[src/design/bba_pkg.sv]
// Shared constants, codes and types of the block bitmap allocator.
package bba_pkg;

   localparam int NUM_BLOCKS  = 64;
   // Block size must be a power of two: byte offsets split into index and offset bits.
   localparam int BLOCK_BYTES = 4096;
   localparam int TAG_BITS    = 16;

   localparam int BLOCK_SHIFT = $clog2(BLOCK_BYTES);
   localparam int IDX_W       = $clog2(NUM_BLOCKS);
   localparam int CNT_W       = $clog2(NUM_BLOCKS + 1);

   localparam int FUNC_W   = 2;
   localparam int REQ_W    = 24;
   localparam int ADDR_W   = 32;
   localparam int STATUS_W = 2;
   localparam int USED_W   = 19;
   localparam int NEED_W   = REQ_W - BLOCK_SHIFT + 1;

   localparam logic [ADDR_W:0] POOL_BYTES = (ADDR_W + 1)'(NUM_BLOCKS) * (ADDR_W + 1)'(BLOCK_BYTES);

   localparam logic [FUNC_W-1:0] FUNC_ALLOC = 2'd0;
   localparam logic [FUNC_W-1:0] FUNC_FREE  = 2'd1;
   localparam logic [FUNC_W-1:0] FUNC_QUERY = 2'd2;

   typedef enum logic [STATUS_W-1:0] {
      STATUS_OK,
      STATUS_NO_SPACE,
      STATUS_BAD_ADDR
   } status_type;

   // Configuration register map
   localparam int CSR_ADDR_W  = 3;
   localparam int CSR_DATA_W  = 32;
   localparam int CSR_INDEX_W = CSR_ADDR_W - 2;
   localparam logic [CSR_INDEX_W-1:0] REG_POOL_BASE = 1'b0;
   localparam logic [ADDR_W-1:0] POOL_BASE_RESET = 32'h0060_0000;

   typedef struct packed {
      logic                strobe;
      status_type          status;
      logic [ADDR_W-1:0]   grant_address;
   } rsp_type;

endpackage

[src/design/block_bitmap_allocator_unit.sv]
// Top level of the block bitmap allocator: APB registers, sequencer and tag RAM.
//
// First-fit allocator of contiguous fixed-size blocks. Start is taken when busy
// is low; the result shows on rsp_* for exactly one cycle with rsp_strobe high and
// cannot be held off. A query (or unused func code), a bad address, a free of a
// free block or an oversized request answers in the cycle after the transfer. An
// allocate keeps busy high while one pointer walks the free map a block per cycle
// up to the end of the run, then writes one tag per cycle into the tag RAM; when
// no run fits, the walk stops at the last block. A free keeps busy high while it
// walks the neighbors of the hit block, reading the tag RAM for one neighbor per
// cycle. The result shows in the same cycle that busy drops. The pool base must
// be written only while the block is idle.
module block_bitmap_allocator_unit (
   input  logic                             clock,
   input  logic                             reset,
   input  logic                             start,
   output logic                             busy,
   input  logic [bba_pkg::FUNC_W-1:0]       req_func,
   input  logic [bba_pkg::REQ_W-1:0]        req_request_bytes,
   input  logic [bba_pkg::ADDR_W-1:0]       req_release_address,
   output logic                             rsp_strobe,
   output logic [bba_pkg::STATUS_W-1:0]     rsp_status,
   output logic [bba_pkg::ADDR_W-1:0]       rsp_grant_address,
   output logic [bba_pkg::USED_W-1:0]       rsp_bytes_in_use,
   input  logic                             psel,
   input  logic                             penable,
   input  logic                             pwrite,
   input  logic [bba_pkg::CSR_ADDR_W-1:0]   paddr,
   input  logic [bba_pkg::CSR_DATA_W-1:0]   pwdata,
   output logic [bba_pkg::CSR_DATA_W-1:0]   prdata,
   output logic                             pready
);

   logic [bba_pkg::ADDR_W-1:0]   pool_base;
   bba_pkg::rsp_type             rsp;
   logic                         ram_wr_en;
   logic [bba_pkg::IDX_W-1:0]    ram_wr_addr;
   logic [bba_pkg::TAG_BITS-1:0] ram_wr_data;
   logic [bba_pkg::IDX_W-1:0]    ram_rd_addr;
   logic [bba_pkg::TAG_BITS-1:0] ram_rd_data;

   bba_csr u_csr (
      .clock     (clock),
      .reset     (reset),
      .psel      (psel),
      .penable   (penable),
      .pwrite    (pwrite),
      .paddr     (paddr),
      .pwdata    (pwdata),
      .prdata    (prdata),
      .pready    (pready),
      .pool_base (pool_base)
   );

   bba_ram #(
      .WIDTH (bba_pkg::TAG_BITS),
      .DEPTH (bba_pkg::NUM_BLOCKS)
   ) u_tag_ram (
      .clock   (clock),
      .wr_en   (ram_wr_en),
      .wr_addr (ram_wr_addr),
      .wr_data (ram_wr_data),
      .rd_addr (ram_rd_addr),
      .rd_data (ram_rd_data)
   );

   bba_engine u_engine (
      .clock               (clock),
      .reset               (reset),
      .start               (start),
      .req_func            (req_func),
      .req_request_bytes   (req_request_bytes),
      .req_release_address (req_release_address),
      .pool_base           (pool_base),
      .busy                (busy),
      .rsp                 (rsp),
      .bytes_in_use        (rsp_bytes_in_use),
      .ram_wr_en           (ram_wr_en),
      .ram_wr_addr         (ram_wr_addr),
      .ram_wr_data         (ram_wr_data),
      .ram_rd_addr         (ram_rd_addr),
      .ram_rd_data         (ram_rd_data)
   );

   assign rsp_strobe        = rsp.strobe;
   assign rsp_status        = rsp.status;
   assign rsp_grant_address = rsp.grant_address;

endmodule

[src/design/bba_ram.sv]
// Generic single-write, single-read RAM with registered read data.
module bba_ram #(
   parameter int WIDTH = 16,
   parameter int DEPTH = 64
) (
   input  logic                     clock,
   input  logic                     wr_en,
   input  logic [$clog2(DEPTH)-1:0] wr_addr,
   input  logic [WIDTH-1:0]         wr_data,
   input  logic [$clog2(DEPTH)-1:0] rd_addr,
   output logic [WIDTH-1:0]         rd_data
);

   logic [WIDTH-1:0] mem_ff [DEPTH];
   logic [WIDTH-1:0] rd_data_ff;

   always_ff @(posedge clock) begin
      if (wr_en) begin
         mem_ff[wr_addr] <= wr_data;
      end
      rd_data_ff <= mem_ff[rd_addr];
   end

   assign rd_data = rd_data_ff;

endmodule

[src/design/bba_csr.sv]
// APB configuration register file: pool base address.
module bba_csr (
   input  logic                             clock,
   input  logic                             reset,
   input  logic                             psel,
   input  logic                             penable,
   input  logic                             pwrite,
   input  logic [bba_pkg::CSR_ADDR_W-1:0]   paddr,
   input  logic [bba_pkg::CSR_DATA_W-1:0]   pwdata,
   output logic [bba_pkg::CSR_DATA_W-1:0]   prdata,
   output logic                             pready,
   output logic [bba_pkg::ADDR_W-1:0]       pool_base
);

   logic [bba_pkg::ADDR_W-1:0]      pool_base_ff;
   logic [bba_pkg::ADDR_W-1:0]      pool_base_in;
   logic [bba_pkg::CSR_INDEX_W-1:0] reg_index;
   logic                            wr_transfer;

   assign reg_index   = paddr[bba_pkg::CSR_ADDR_W-1:2];
   assign wr_transfer = psel && penable && pwrite;
   assign pready      = 1'b1;

   always_comb begin
      pool_base_in = pool_base_ff;
      prdata       = '0;
      unique case (reg_index)
         bba_pkg::REG_POOL_BASE: begin
            prdata = bba_pkg::CSR_DATA_W'(pool_base_ff);
            if (wr_transfer) begin
               pool_base_in = bba_pkg::ADDR_W'(pwdata);
            end
         end
         default: begin
            prdata = '0;
         end
      endcase
   end

   always_ff @(posedge clock) begin
      if (reset) begin
         pool_base_ff <= bba_pkg::POOL_BASE_RESET;
      end else begin
         pool_base_ff <= pool_base_in;
      end
   end

   assign pool_base = pool_base_ff;

endmodule

[src/design/bba_engine.sv]
// Allocation sequencer: free-map scan, run marking and tag-matched release walk.
module bba_engine (
   input  logic                          clock,
   input  logic                          reset,
   input  logic                          start,
   input  logic [bba_pkg::FUNC_W-1:0]    req_func,
   input  logic [bba_pkg::REQ_W-1:0]     req_request_bytes,
   input  logic [bba_pkg::ADDR_W-1:0]    req_release_address,
   input  logic [bba_pkg::ADDR_W-1:0]    pool_base,
   output logic                          busy,
   output bba_pkg::rsp_type              rsp,
   output logic [bba_pkg::USED_W-1:0]    bytes_in_use,
   output logic                          ram_wr_en,
   output logic [bba_pkg::IDX_W-1:0]     ram_wr_addr,
   output logic [bba_pkg::TAG_BITS-1:0]  ram_wr_data,
   output logic [bba_pkg::IDX_W-1:0]     ram_rd_addr,
   input  logic [bba_pkg::TAG_BITS-1:0]  ram_rd_data
);

   typedef enum logic [2:0] {
      ST_IDLE,
      ST_SCAN,
      ST_MARK,
      ST_TAG,
      ST_LEFT,
      ST_RIGHT
   } state_type;

   localparam logic [bba_pkg::IDX_W-1:0] LAST_IDX = bba_pkg::IDX_W'(bba_pkg::NUM_BLOCKS - 1);

   state_type                         state_ff, state_in;
   logic [bba_pkg::NUM_BLOCKS-1:0]    free_map_ff, free_map_in;
   logic [bba_pkg::IDX_W-1:0]         ptr_ff, ptr_in;
   logic [bba_pkg::IDX_W-1:0]         idx_ff, idx_in;
   logic [bba_pkg::IDX_W-1:0]         start_ff, start_in;
   logic [bba_pkg::CNT_W-1:0]         run_ff, run_in;
   logic [bba_pkg::CNT_W-1:0]         need_ff, need_in;
   logic [bba_pkg::CNT_W-1:0]         busy_count_ff, busy_count_in;
   logic [bba_pkg::TAG_BITS-1:0]      next_tag_ff, next_tag_in;
   logic [bba_pkg::TAG_BITS-1:0]      tag_ff, tag_in;
   bba_pkg::rsp_type                  rsp_ff, rsp_in;

   logic [bba_pkg::ADDR_W-1:0]        offset;
   logic [bba_pkg::IDX_W-1:0]         req_idx;
   logic [bba_pkg::NEED_W-1:0]        need_full;
   logic [bba_pkg::CNT_W-1:0]         run_next;
   logic                              tag_match;
   logic [bba_pkg::CNT_W+bba_pkg::BLOCK_SHIFT-1:0] used_bytes;

   assign offset    = req_release_address - pool_base;
   assign req_idx   = bba_pkg::IDX_W'(offset >> bba_pkg::BLOCK_SHIFT);
   assign need_full = bba_pkg::NEED_W'(req_request_bytes >> bba_pkg::BLOCK_SHIFT)
                      + bba_pkg::NEED_W'(1);
   assign run_next  = run_ff + bba_pkg::CNT_W'(1);
   assign tag_match = !free_map_ff[ptr_ff] && (ram_rd_data == tag_ff);

   always_comb begin
      state_in      = state_ff;
      free_map_in   = free_map_ff;
      ptr_in        = ptr_ff;
      idx_in        = idx_ff;
      start_in      = start_ff;
      run_in        = run_ff;
      need_in       = need_ff;
      busy_count_in = busy_count_ff;
      next_tag_in   = next_tag_ff;
      tag_in        = tag_ff;
      rsp_in        = rsp_ff;
      rsp_in.strobe = 1'b0;

      unique case (state_ff)
         ST_IDLE: begin
            if (start) begin
               unique case (req_func)
                  bba_pkg::FUNC_ALLOC: begin
                     if (32'(need_full) > 32'(bba_pkg::NUM_BLOCKS)) begin
                        rsp_in.strobe        = 1'b1;
                        rsp_in.status        = bba_pkg::STATUS_NO_SPACE;
                        rsp_in.grant_address = '0;
                     end else begin
                        need_in  = bba_pkg::CNT_W'(need_full);
                        ptr_in   = '0;
                        run_in   = '0;
                        state_in = ST_SCAN;
                     end
                  end
                  bba_pkg::FUNC_FREE: begin
                     if ({1'b0, offset} >= bba_pkg::POOL_BYTES) begin
                        rsp_in.strobe        = 1'b1;
                        rsp_in.status        = bba_pkg::STATUS_BAD_ADDR;
                        rsp_in.grant_address = '0;
                     end else if (free_map_ff[req_idx]) begin
                        rsp_in.strobe        = 1'b1;
                        rsp_in.status        = bba_pkg::STATUS_OK;
                        rsp_in.grant_address = '0;
                     end else begin
                        // tag RAM read of the hit block issues now
                        ptr_in   = req_idx;
                        idx_in   = req_idx;
                        state_in = ST_TAG;
                     end
                  end
                  default: begin
                     rsp_in.strobe        = 1'b1;
                     rsp_in.status        = bba_pkg::STATUS_OK;
                     rsp_in.grant_address = '0;
                  end
               endcase
            end
         end

         ST_SCAN: begin
            if (free_map_ff[ptr_ff] && (run_next == need_ff)) begin
               start_in    = bba_pkg::IDX_W'(bba_pkg::CNT_W'(ptr_ff) + bba_pkg::CNT_W'(1)
                                             - need_ff);
               ptr_in      = bba_pkg::IDX_W'(bba_pkg::CNT_W'(ptr_ff) + bba_pkg::CNT_W'(1)
                                             - need_ff);
               run_in      = need_ff;
               next_tag_in = next_tag_ff + bba_pkg::TAG_BITS'(1);
               state_in    = ST_MARK;
            end else if (ptr_ff == LAST_IDX) begin
               rsp_in.strobe        = 1'b1;
               rsp_in.status        = bba_pkg::STATUS_NO_SPACE;
               rsp_in.grant_address = '0;
               state_in             = ST_IDLE;
            end else begin
               run_in = free_map_ff[ptr_ff] ? run_next : '0;
               ptr_in = ptr_ff + bba_pkg::IDX_W'(1);
            end
         end

         ST_MARK: begin
            free_map_in[ptr_ff] = 1'b0;
            busy_count_in       = busy_count_ff + bba_pkg::CNT_W'(1);
            if (run_ff == bba_pkg::CNT_W'(1)) begin
               rsp_in.strobe        = 1'b1;
               rsp_in.status        = bba_pkg::STATUS_OK;
               rsp_in.grant_address = pool_base
                  + (bba_pkg::ADDR_W'(start_ff) << bba_pkg::BLOCK_SHIFT);
               state_in             = ST_IDLE;
            end else begin
               run_in = run_ff - bba_pkg::CNT_W'(1);
               ptr_in = ptr_ff + bba_pkg::IDX_W'(1);
            end
         end

         ST_TAG: begin
            tag_in              = ram_rd_data;
            free_map_in[idx_ff] = 1'b1;
            if (busy_count_ff != '0) begin
               busy_count_in = busy_count_ff - bba_pkg::CNT_W'(1);
            end
            if (idx_ff != '0) begin
               ptr_in   = idx_ff - bba_pkg::IDX_W'(1);
               state_in = ST_LEFT;
            end else if (idx_ff != LAST_IDX) begin
               ptr_in   = idx_ff + bba_pkg::IDX_W'(1);
               state_in = ST_RIGHT;
            end else begin
               rsp_in.strobe        = 1'b1;
               rsp_in.status        = bba_pkg::STATUS_OK;
               rsp_in.grant_address = '0;
               state_in             = ST_IDLE;
            end
         end

         ST_LEFT: begin
            if (tag_match) begin
               free_map_in[ptr_ff] = 1'b1;
               if (busy_count_ff != '0) begin
                  busy_count_in = busy_count_ff - bba_pkg::CNT_W'(1);
               end
            end
            if (tag_match && (ptr_ff != '0)) begin
               ptr_in = ptr_ff - bba_pkg::IDX_W'(1);
            end else if (idx_ff != LAST_IDX) begin
               ptr_in   = idx_ff + bba_pkg::IDX_W'(1);
               state_in = ST_RIGHT;
            end else begin
               rsp_in.strobe        = 1'b1;
               rsp_in.status        = bba_pkg::STATUS_OK;
               rsp_in.grant_address = '0;
               state_in             = ST_IDLE;
            end
         end

         ST_RIGHT: begin
            if (tag_match) begin
               free_map_in[ptr_ff] = 1'b1;
               if (busy_count_ff != '0) begin
                  busy_count_in = busy_count_ff - bba_pkg::CNT_W'(1);
               end
            end
            if (tag_match && (ptr_ff != LAST_IDX)) begin
               ptr_in = ptr_ff + bba_pkg::IDX_W'(1);
            end else begin
               rsp_in.strobe        = 1'b1;
               rsp_in.status        = bba_pkg::STATUS_OK;
               rsp_in.grant_address = '0;
               state_in             = ST_IDLE;
            end
         end

         default: begin
            state_in = ST_IDLE;
         end
      endcase
   end

   always_ff @(posedge clock) begin
      if (reset) begin
         state_ff      <= ST_IDLE;
         free_map_ff   <= '1;
         busy_count_ff <= '0;
         next_tag_ff   <= '0;
         rsp_ff.strobe <= 1'b0;
      end else begin
         state_ff      <= state_in;
         free_map_ff   <= free_map_in;
         busy_count_ff <= busy_count_in;
         next_tag_ff   <= next_tag_in;
         rsp_ff.strobe <= rsp_in.strobe;
      end
      rsp_ff.status        <= rsp_in.status;
      rsp_ff.grant_address <= rsp_in.grant_address;
      ptr_ff               <= ptr_in;
      idx_ff               <= idx_in;
      start_ff             <= start_in;
      run_ff               <= run_in;
      need_ff              <= need_in;
      tag_ff               <= tag_in;
   end

   // read data always belongs to ptr_ff
   assign ram_rd_addr = ptr_in;
   assign ram_wr_en   = (state_ff == ST_MARK);
   assign ram_wr_addr = ptr_ff;
   assign ram_wr_data = next_tag_ff;

   assign busy         = (state_ff != ST_IDLE);
   assign rsp          = rsp_ff;
   assign used_bytes   = {busy_count_ff, {bba_pkg::BLOCK_SHIFT{1'b0}}};
   assign bytes_in_use = bba_pkg::USED_W'(used_bytes);

   busy_count_matches_map: assert property (@(posedge clock) disable iff (reset)
      busy_count_ff == bba_pkg::CNT_W'($countones(~free_map_ff)))
      else $error("busy count out of step with free map");

   mark_hits_free_block: assert property (@(posedge clock) disable iff (reset)
      (state_ff == ST_MARK) |-> free_map_ff[ptr_ff])
      else $error("marking a block that is already busy");

   walk_after_release: assert property (@(posedge clock) disable iff (reset)
      ((state_ff == ST_LEFT) || (state_ff == ST_RIGHT)) |-> free_map_ff[idx_ff])
      else $error("release walk without the hit block released");

   strobe_only_when_idle: assert property (@(posedge clock) disable iff (reset)
      rsp_ff.strobe |-> (state_ff == ST_IDLE))
      else $error("result strobe while still working");

   failed_grant_is_zero: assert property (@(posedge clock) disable iff (reset)
      (rsp_ff.strobe && (rsp_ff.status != bba_pkg::STATUS_OK)) |-> (rsp_ff.grant_address == '0))
      else $error("grant address set on a failed request");

endmodule
[config.mk]
export PLATFORM = sky130hd
export DESIGN_NAME = block_bitmap_allocator_unit
export DESIGN_NICKNAME = d
export VERILOG_FILES = /design/src/design/bba_pkg.sv /design/src/design/block_bitmap_allocator_unit.sv /design/src/design/bba_ram.sv /design/src/design/bba_csr.sv /design/src/design/bba_engine.sv
export SDC_FILE = /design/constraint.sdc
export NUM_CORES = 2
export LEC_CHECK = 0
export BUFFER_PORTS_ARGS = -buffer_cell sky130_fd_sc_hd__buf_4
export CAP_MARGIN = 10
export CORE_ASPECT_RATIO = 0.8
export CORE_MARGIN = 5
export CORE_UTILIZATION = 35
export DETAILED_ROUTE_END_ITERATION = 6
export PLACE_DENSITY = 0.64
export SLEW_MARGIN = 30
export SYNTH_ARGS = -nofsm -noshare
export SYNTH_HDL_FRONTEND = slang
export SYNTH_SLANG_ARGS = --single-unit
[constraint.sdc]
create_clock -name clock -period 6 [get_ports clock]
set_input_delay 1.2 -clock clock [delete_from_list [all_inputs] [get_ports clock]]
set_output_delay 1.2 -clock clock [all_outputs]
set_load 0.01 [all_outputs]
Word level (Yosys, flattened, before mapping)
Memories as Yosys holds them, arrays and structs flattened. A register that Yosys moved wholly into a read port is not among the register bits.
Cells that the tools add are included.
{"block": "word_totals", "reg_bits": 205, "latch_bits": 0, "ram_bits": 1024, "mem_bits_ro": 0, "inputBits": 99, "out_inout_bits": 88, "wordCells": 165, "memories": 1}
{"memory": "u_tag_ram.mem_ff", "words": 64, "width": 16, "read_ports": 1, "rd_clocked_by_memory_dff": 1, "write_ports": 1, "line_no": "bba_ram.sv:14", "rtl": "logic [WIDTH-1:0] mem_ff [DEPTH];"}
{"block": "op_classes", "n_addsub": 14, "multipliers": 0, "div_mod_pow": 0, "magnitude_cmp": 7, "n_eq_ne": 31, "shift": 0, "n_mux": 63, "bitwise_logic": 8, "reduce_logical": 27}
{"op": "35-bit 2-to-1 mux", "count": 11}
{"op": "35-bit case mux with 6 select lines", "count": 1}
{"op": "64-bit case mux with 3 select lines", "count": 1}
{"op": "64-bit OR", "count": 2}
{"op": "35-bit case mux with 2 select lines", "count": 1}
{"op": "6-bit 2-to-1 mux", "count": 11}
{"op": "64-bit bitwise AND", "count": 1}
{"op": "64-bit 2-to-1 mux", "count": 1}
{"op": "64-bit NOT", "count": 1}
{"op": "7-bit 2-to-1 mux", "count": 9}
{"op": "7-bit case mux with 3 select lines", "count": 2}
{"op": "6-bit case mux with 6 select lines", "count": 1}
{"op": "3-bit 2-to-1 mux", "count": 11}
{"op": "32-bit by 18-bit adder with 32-bit output", "count": 1}
{"op": "32-bit by 19-bit greater-or-equal comparator with 1-bit output (second input constant)", "count": 1}
{"op": "32-bit 2-to-1 mux", "count": 1}
{"op": "32-bit subtractor", "count": 1}
{"op": "6-bit by 7-bit < comparator with 1-bit output (second input constant)", "count": 3}
{"op": "6-bit by 1-bit adder with 6-bit output (second input constant)", "count": 3}
{"op": "3-bit case mux with 6 select lines", "count": 1}
{"op": "6-bit nonzero test", "count": 3}
{"op": "16-bit by 1-bit adder with 16-bit output (second input constant)", "count": 1}
{"op": "16-bit == test", "count": 1}
{"op": "2-bit != test (second input constant)", "count": 8}
{"op": "39 further kinds", "count": 73}

Logic depth before layout (Yosys ltp)
{"block": "depth", "depth_word": 8, "mapped_depth": 28, "mapped_depth_nobuf": 22}

Modules after synthesis
A second synthesis with hierarchy kept.
{"block": "unflattened", "cells_unflattened": 3650, "area_unflattened_um2": 55238.0}
{"module": "bba_ram", "instances": 1, "cells_each": 1820, "area_each_um2": 39978.3, "seq_area_each_um2": 31069.8}
{"module": "bba_engine", "instances": 1, "cells_each": 1653, "area_each_um2": 13571.8, "seq_area_each_um2": 4224.1}
{"module": "bba_csr", "instances": 1, "cells_each": 177, "area_each_um2": 1687.9, "seq_area_each_um2": 640.6}

Worst setup path before layout
OpenSTA, ideal clock, no wires.
{"block": "synth_path", "path_kind": "input port to flip-flop", "start": "input port req_release_address[0] (netlist name)", "end": "register u_tag_ram.rd_data_ff[12], in the netlist u_tag_ram.rd_data[12], read port of u_tag_ram.mem_ff", "setup_time_ns": 0.116, "t_arrival_ns": 6.299, "t_required_ns": 5.884, "path_slack_ns": -0.415, "stages": 25, "path_buffers": 5, "path_cell_list": "inv_1 > ha_1 > inv_1 > fa_1 > a21o_1 > a221oi_2 > o31ai_2 > xor2_1 > buf_2 > buf_4 > mux2_1 > or3_1 > o211ai_1 > o31ai_1 > nor3_1 > o2111ai_1 > a222oi_1 > buf_2 > buf_6 > buf_2 > mux2i_1 > mux2i_1 > mux2_2 > a2111o_1 > and4_1"}
{"block": "synth_via", "elab_chain_cells": 8, "word_cells_on_any_way": 9, "cone_classes": "add/sub (1); order compare (1); mux (7)"}
{"item": "start, declared", "line_no": "block_bitmap_allocator_unit.sv:20", "rtl": "input logic [bba_pkg::ADDR_W-1:0] req_release_address,"}
{"item": "32-bit subtractor *", "line_no": "bba_engine.sv:50", "rtl": "assign offset = req_release_address - pool_base;"}
{"item": "1-bit binary-select mux with 6-bit select", "line_no": "bba_engine.sv:92", "rtl": "end else if (free_map_ff[req_idx]) begin"}
{"item": "1-bit 2-to-1 mux (implied by the code)", "line_no": "bba_engine.sv:92"}
{"item": "6-bit 2-to-1 mux", "line_no": "bba_engine.sv:92"}
{"item": "6-bit 2-to-1 mux *", "line_no": "bba_engine.sv:88", "rtl": "if ({1'b0, offset} >= bba_pkg::POOL_BYTES) begin"}
{"item": "6-bit case mux with 2 select lines *", "line_no": "bba_engine.sv:74", "rtl": "unique case (req_func)"}
{"item": "6-bit 2-to-1 mux *", "line_no": "bba_engine.sv:73", "rtl": "if (start) begin"}
{"item": "6-bit case mux with 6 select lines *", "line_no": "bba_engine.sv:71", "rtl": "unique case (state_ff)"}
{"item": "end, declared", "line_no": "bba_ram.sv:15", "rtl": "logic [WIDTH-1:0] rd_data_ff;"}
Every way passes the cells marked *; elsewhere a longest branch is shown, timed or not. The select of a mux whose other input is x is not followed.
A chain may end at the register's enable or synchronous reset.

Final worst setup path
{"block": "layout_path", "start": "input port req_release_address[0] (netlist name)", "end": "register u_tag_ram.rd_data_ff[15], in the netlist u_tag_ram.rd_data[15], read port of u_tag_ram.mem_ff"}
The elaborated chain is that of the path after synthesis.

==> impl_metrics.tcl <==
set metrics [dict create \
    grt_pass1_wl_mm 235 \
    fin_worst_skew_ns 0.0492 \
    p_leak_nw 25.2 \
    hold_violations 0 \
    netlist_top_cells_count "edfxtp_1, mux2i_1, nand2_1, nor2_1, a21oi_1" \
    rows 131 \
    critPathBufInv 10 \
    post-synth-top-area-cell "edfxtp_1" \
    finalInstanceArea_um2 68500 \
    finalWorstSetupSlack_ns -0.123 \
    netlist_area_um2 55900 \
    crit_arrival_ns 6.82 \
    finalCritPeriodShare_pct 102 \
    crit_top_cell "buf_4" \
    ys_ff_latch 1245 \
    p_clk_share_pct 21.5 \
    finalSetupViolCount 16 \
    cts_root_buffer "clkbuf_16" \
    detail_route.wl_per_cell_um 23.5 \
    p_total_mw 34.3 \
    holdBufCountCts 0 \
    vias 37800 \
    nNetsFinal 4831 \
    path_class "input port to register" \
    via_per_inst 5.46 \
    cpPeakStageDelay_ns 0.49 \
    p_int_mw 21.6 \
    drc 0 \
    grt_max_degree 98 \
    ys_top_cells_by_area "edfxtp_1, mux2i_1, dfxtp_1" \
    outcome "finished with violations" \
    clock_latency_ns 0.76 \
    slowest_stage "or4_4" \
    synth_top_area_share_pct 59.1 \
    io_pins 187 \
    synth_warnings 0 \
    power_density_nw_per_um2 500 \
    grt_usage_pct 18.4 \
    antenna_found_initial 19 \
    drt-total-wl_mm 162 \
    finalCriticalPeriod_ns 6.12 \
    clock_path_buffers 3 \
    hold_class "register to register" \
    violations "negative setup slack" \
    synth_cells 4116 \
    drt-initial-drc-count 3594 \
    path_delay_family "compound AO/OA/AOI/OAI gates" \
    grt_pass1_vias 36100 \
    numClockSinks 1245 \
    p_switching_mw 12.7 \
    pwr-share-comb_pct 49.9 \
    numCtsBuffers 117 \
    dp_hpwl_mm 103 \
    drtPass1Iterations 6 \
    fp.dieArea_um2 168000 \
    yosysMostFrequentCell "edfxtp_1" \
    yosys_most_used_dff "edfxtp_1" \
    avgSynthCellArea_um2 13.6 \
    gp_congestion 0.952 \
    start_util_pct 35.1 \
    overflow 0 \
    core_area_um2 159000 \
    yosysUniqueCellTypes 95 \
    clk_pin_slew_worst_paths_ns 0.07 \
    power_frac_seq_pct 28.6 \
    tightestPinTransition_ns 0.961 \
    synth_edf_count 1100 \
    synthArstFlopShare_pct 0 \
    synth-seq-area-share_pct 64.3 \
    drt.antenna.violating_nets 0 \
    startpoint_type "input port" \
    critPathRequiredTime_ns 6.70 \
    port_buffers 159 \
    vdd_drop_max_uv 411 \
    swShare_pct 37.0 \
    worstSetupEndpointType "register" \
    place_area_um2 63100 \
    drive_gt1_share_pct 23.9 \
    rsz0062_at_grt "true" \
    n_fill_cell 14300 \
    slew_headroom_pct 35.9 \
    syn_to_final_growth_pct 22.5 \
    die_y_um 367 \
    cts_tree "yes" \
    critical_path.max_fanout 21 \
    htreeDepth 3 \
    die_x_um 457 \
    maxSlewViolCount 0 \
    fmax_ghz 0.163 \
    cap_violations 0 \
]
[state kept, by name (all words and copies together), names as in the netlist]
| register | flops |
|---|---|
| u_csr.pool_base | 32 |
| u_engine.busy_count_ff | 7 |
| u_engine.free_map_ff | 64 |
| u_engine.idx_ff | 6 |
| u_engine.need_ff | 7 |
| u_engine.ram_wr_addr | 6 |
| u_engine.ram_wr_data | 16 |
| u_engine.rsp | 35 |
| u_engine.run_ff | 7 |
| u_engine.start_ff | 6 |
| u_engine.state_ff | 3 |
| u_engine.tag_ff | 16 |
| u_tag_ram.mem_ff | 1024 |
| u_tag_ram.rd_data | 16 |
[repair_timing]
item                       in CTS  in global routing
buffers inserted               10                 24
pin swaps                      11                 20
setup endpoints to repair      16                 16
gates resized for setup        67                 73
hold endpoints to repair        0                  0
gates cloned                    9                 11
[final cells by class]
cell class | count | area, µm² | share of cell area [%]
diodes | 21 | 52.6 | 0.0767
clock inverters | 53 | 512 | 0.747
repair buffers | 694 | 6450 | 9.42
flip-flops and latches | 1245 | 36000 | 52.5
clock buffers | 163 | 3240 | 4.74
multi-input cells | 2529 | 19300 | 28.2
inverters | 79 | 315 | 0.460
well taps | 2128 | 2660 | 3.89
[metrics by stage]
| step | setup WS, ns | instances | utilization (%) | hold WS (ns) | TNS [ns] |
|---|---|---|---|---|---|
| final | -0.123 | 6912 | 43.0 | 0.455 | -1.55 |
| after global routing | -0.251 | 6894 | 43.0 | 0.463 | -3.52 |
| after CTS | -0.0521 | 6856 | 42.5 | 0.455 | -0.333 |
| after detailed placement | -1.20 | 6622 | 39.7 | 0.442 | -18.97 |
| after global placement | -1.19 | 6622 | 39.6 | 0.441 | -18.71 |
| after floorplan | -0.0599 | 4127 | - | 0.429 | -0.0978 |
[worst reg2reg max path: stages, from the launching register on]
cell and delay (ns):
dfxtp_1 0.44, buf_4 0.27, mux4_2 0.54, nand2_1 0.13
o211ai_1 0.10, a2111o_1 0.51, or4b_4 0.63, buf_4 0.17
nor2_2 0.16, o221ai_1 0.30, o31ai_1 0.31, and3_1 0.31
nand2_1 0.12, o211ai_4 0.36, buf_4 0.31, buf_4 0.21
mux2_2 0.37, a2111o_1 0.45, and4_1 0.21
[final timing paths]
path                                               from                    end  slack (ns)  cells after the start
worst max-delay path             req_release_address[0]  u_tag_ram.rd_data[15]       -0.12                     27
worst min-delay path                u_csr.pool_base[10]    u_csr.pool_base[10]        0.46                      2
worst max register to register  u_engine.ram_wr_addr[0]   u_tag_ram.rd_data[2]       -0.01                     18
worst min register to register      u_csr.pool_base[10]    u_csr.pool_base[10]        0.46                      2
[routing by layer]
layer | vias to the layer above | track usage (%) | part of all wire, %
li1 | 17100 | - | -
met2 | 1455 | 27.9 | 45
met3 | 281 | 4.90 | 8.4
met1 | 19000 | 25.6 | 44
met5 | - | 0 | 0.027
met4 | 6 | 5.83 | 3.0
[cell families after synthesis]
logic type | count (synthesis) | share of synthesized area, %
AOI/OAI and AO/OA | 847 | 10.6
adders and majority gates | 66 | 1.53
DFF | 1245 | 64.3
buffers and inverters | 353 | 2.80
xor gates and xnor gates | 88 | 1.43
and+or+nand+nor | 872 | 7.47
other | 2 | 0.0134
muxes | 643 | 11.9
[power groups by stage]
| stage | logic, mW | registers [mW] | clock network, mW |
|---|---|---|---|
| 2_1_floorplan | 8.58 | 9.89 | 0 |
| 3_3_place_gp | 14.8 | 9.97 | 0 |
| 3_5_place_dp | 14.9 | 9.97 | 0 |
| 4_1_cts | 15.9 | 9.79 | 7.50 |
| 5_1_grt | 17.9 | 9.81 | 7.86 |
| 6_report | 17.1 | 9.80 | 7.35 |
[cells in the final DEF, fill, tap and decap left out, types with 22 or more instances in the layout]
cell and count:
a2111o_1 32, dfxtp_1 129, nor3_1 40, mux2i_1 526, clkbuf_16 131, a31oi_1 66, xor2_1 25, o21ai_0 87
ha_1 61, edfxtp_1 1100, o22ai_1 77, o31ai_1 59, nand3_1 124, nand4_1 24, xnor2_1 59, nor2_1 183
o221ai_1 23, mux2_2 74, nand2_1 260, buf_12 45, or2_2 22, o2111ai_1 45, nor2b_1 36, buf_4 608
a21oi_1 172, clkinv_1 24, a211oi_1 28, o21bai_1 57, a22oi_1 34, clkbuf_1 35, inv_1 71
Note: power is estimated with default switching activity, not from simulation.
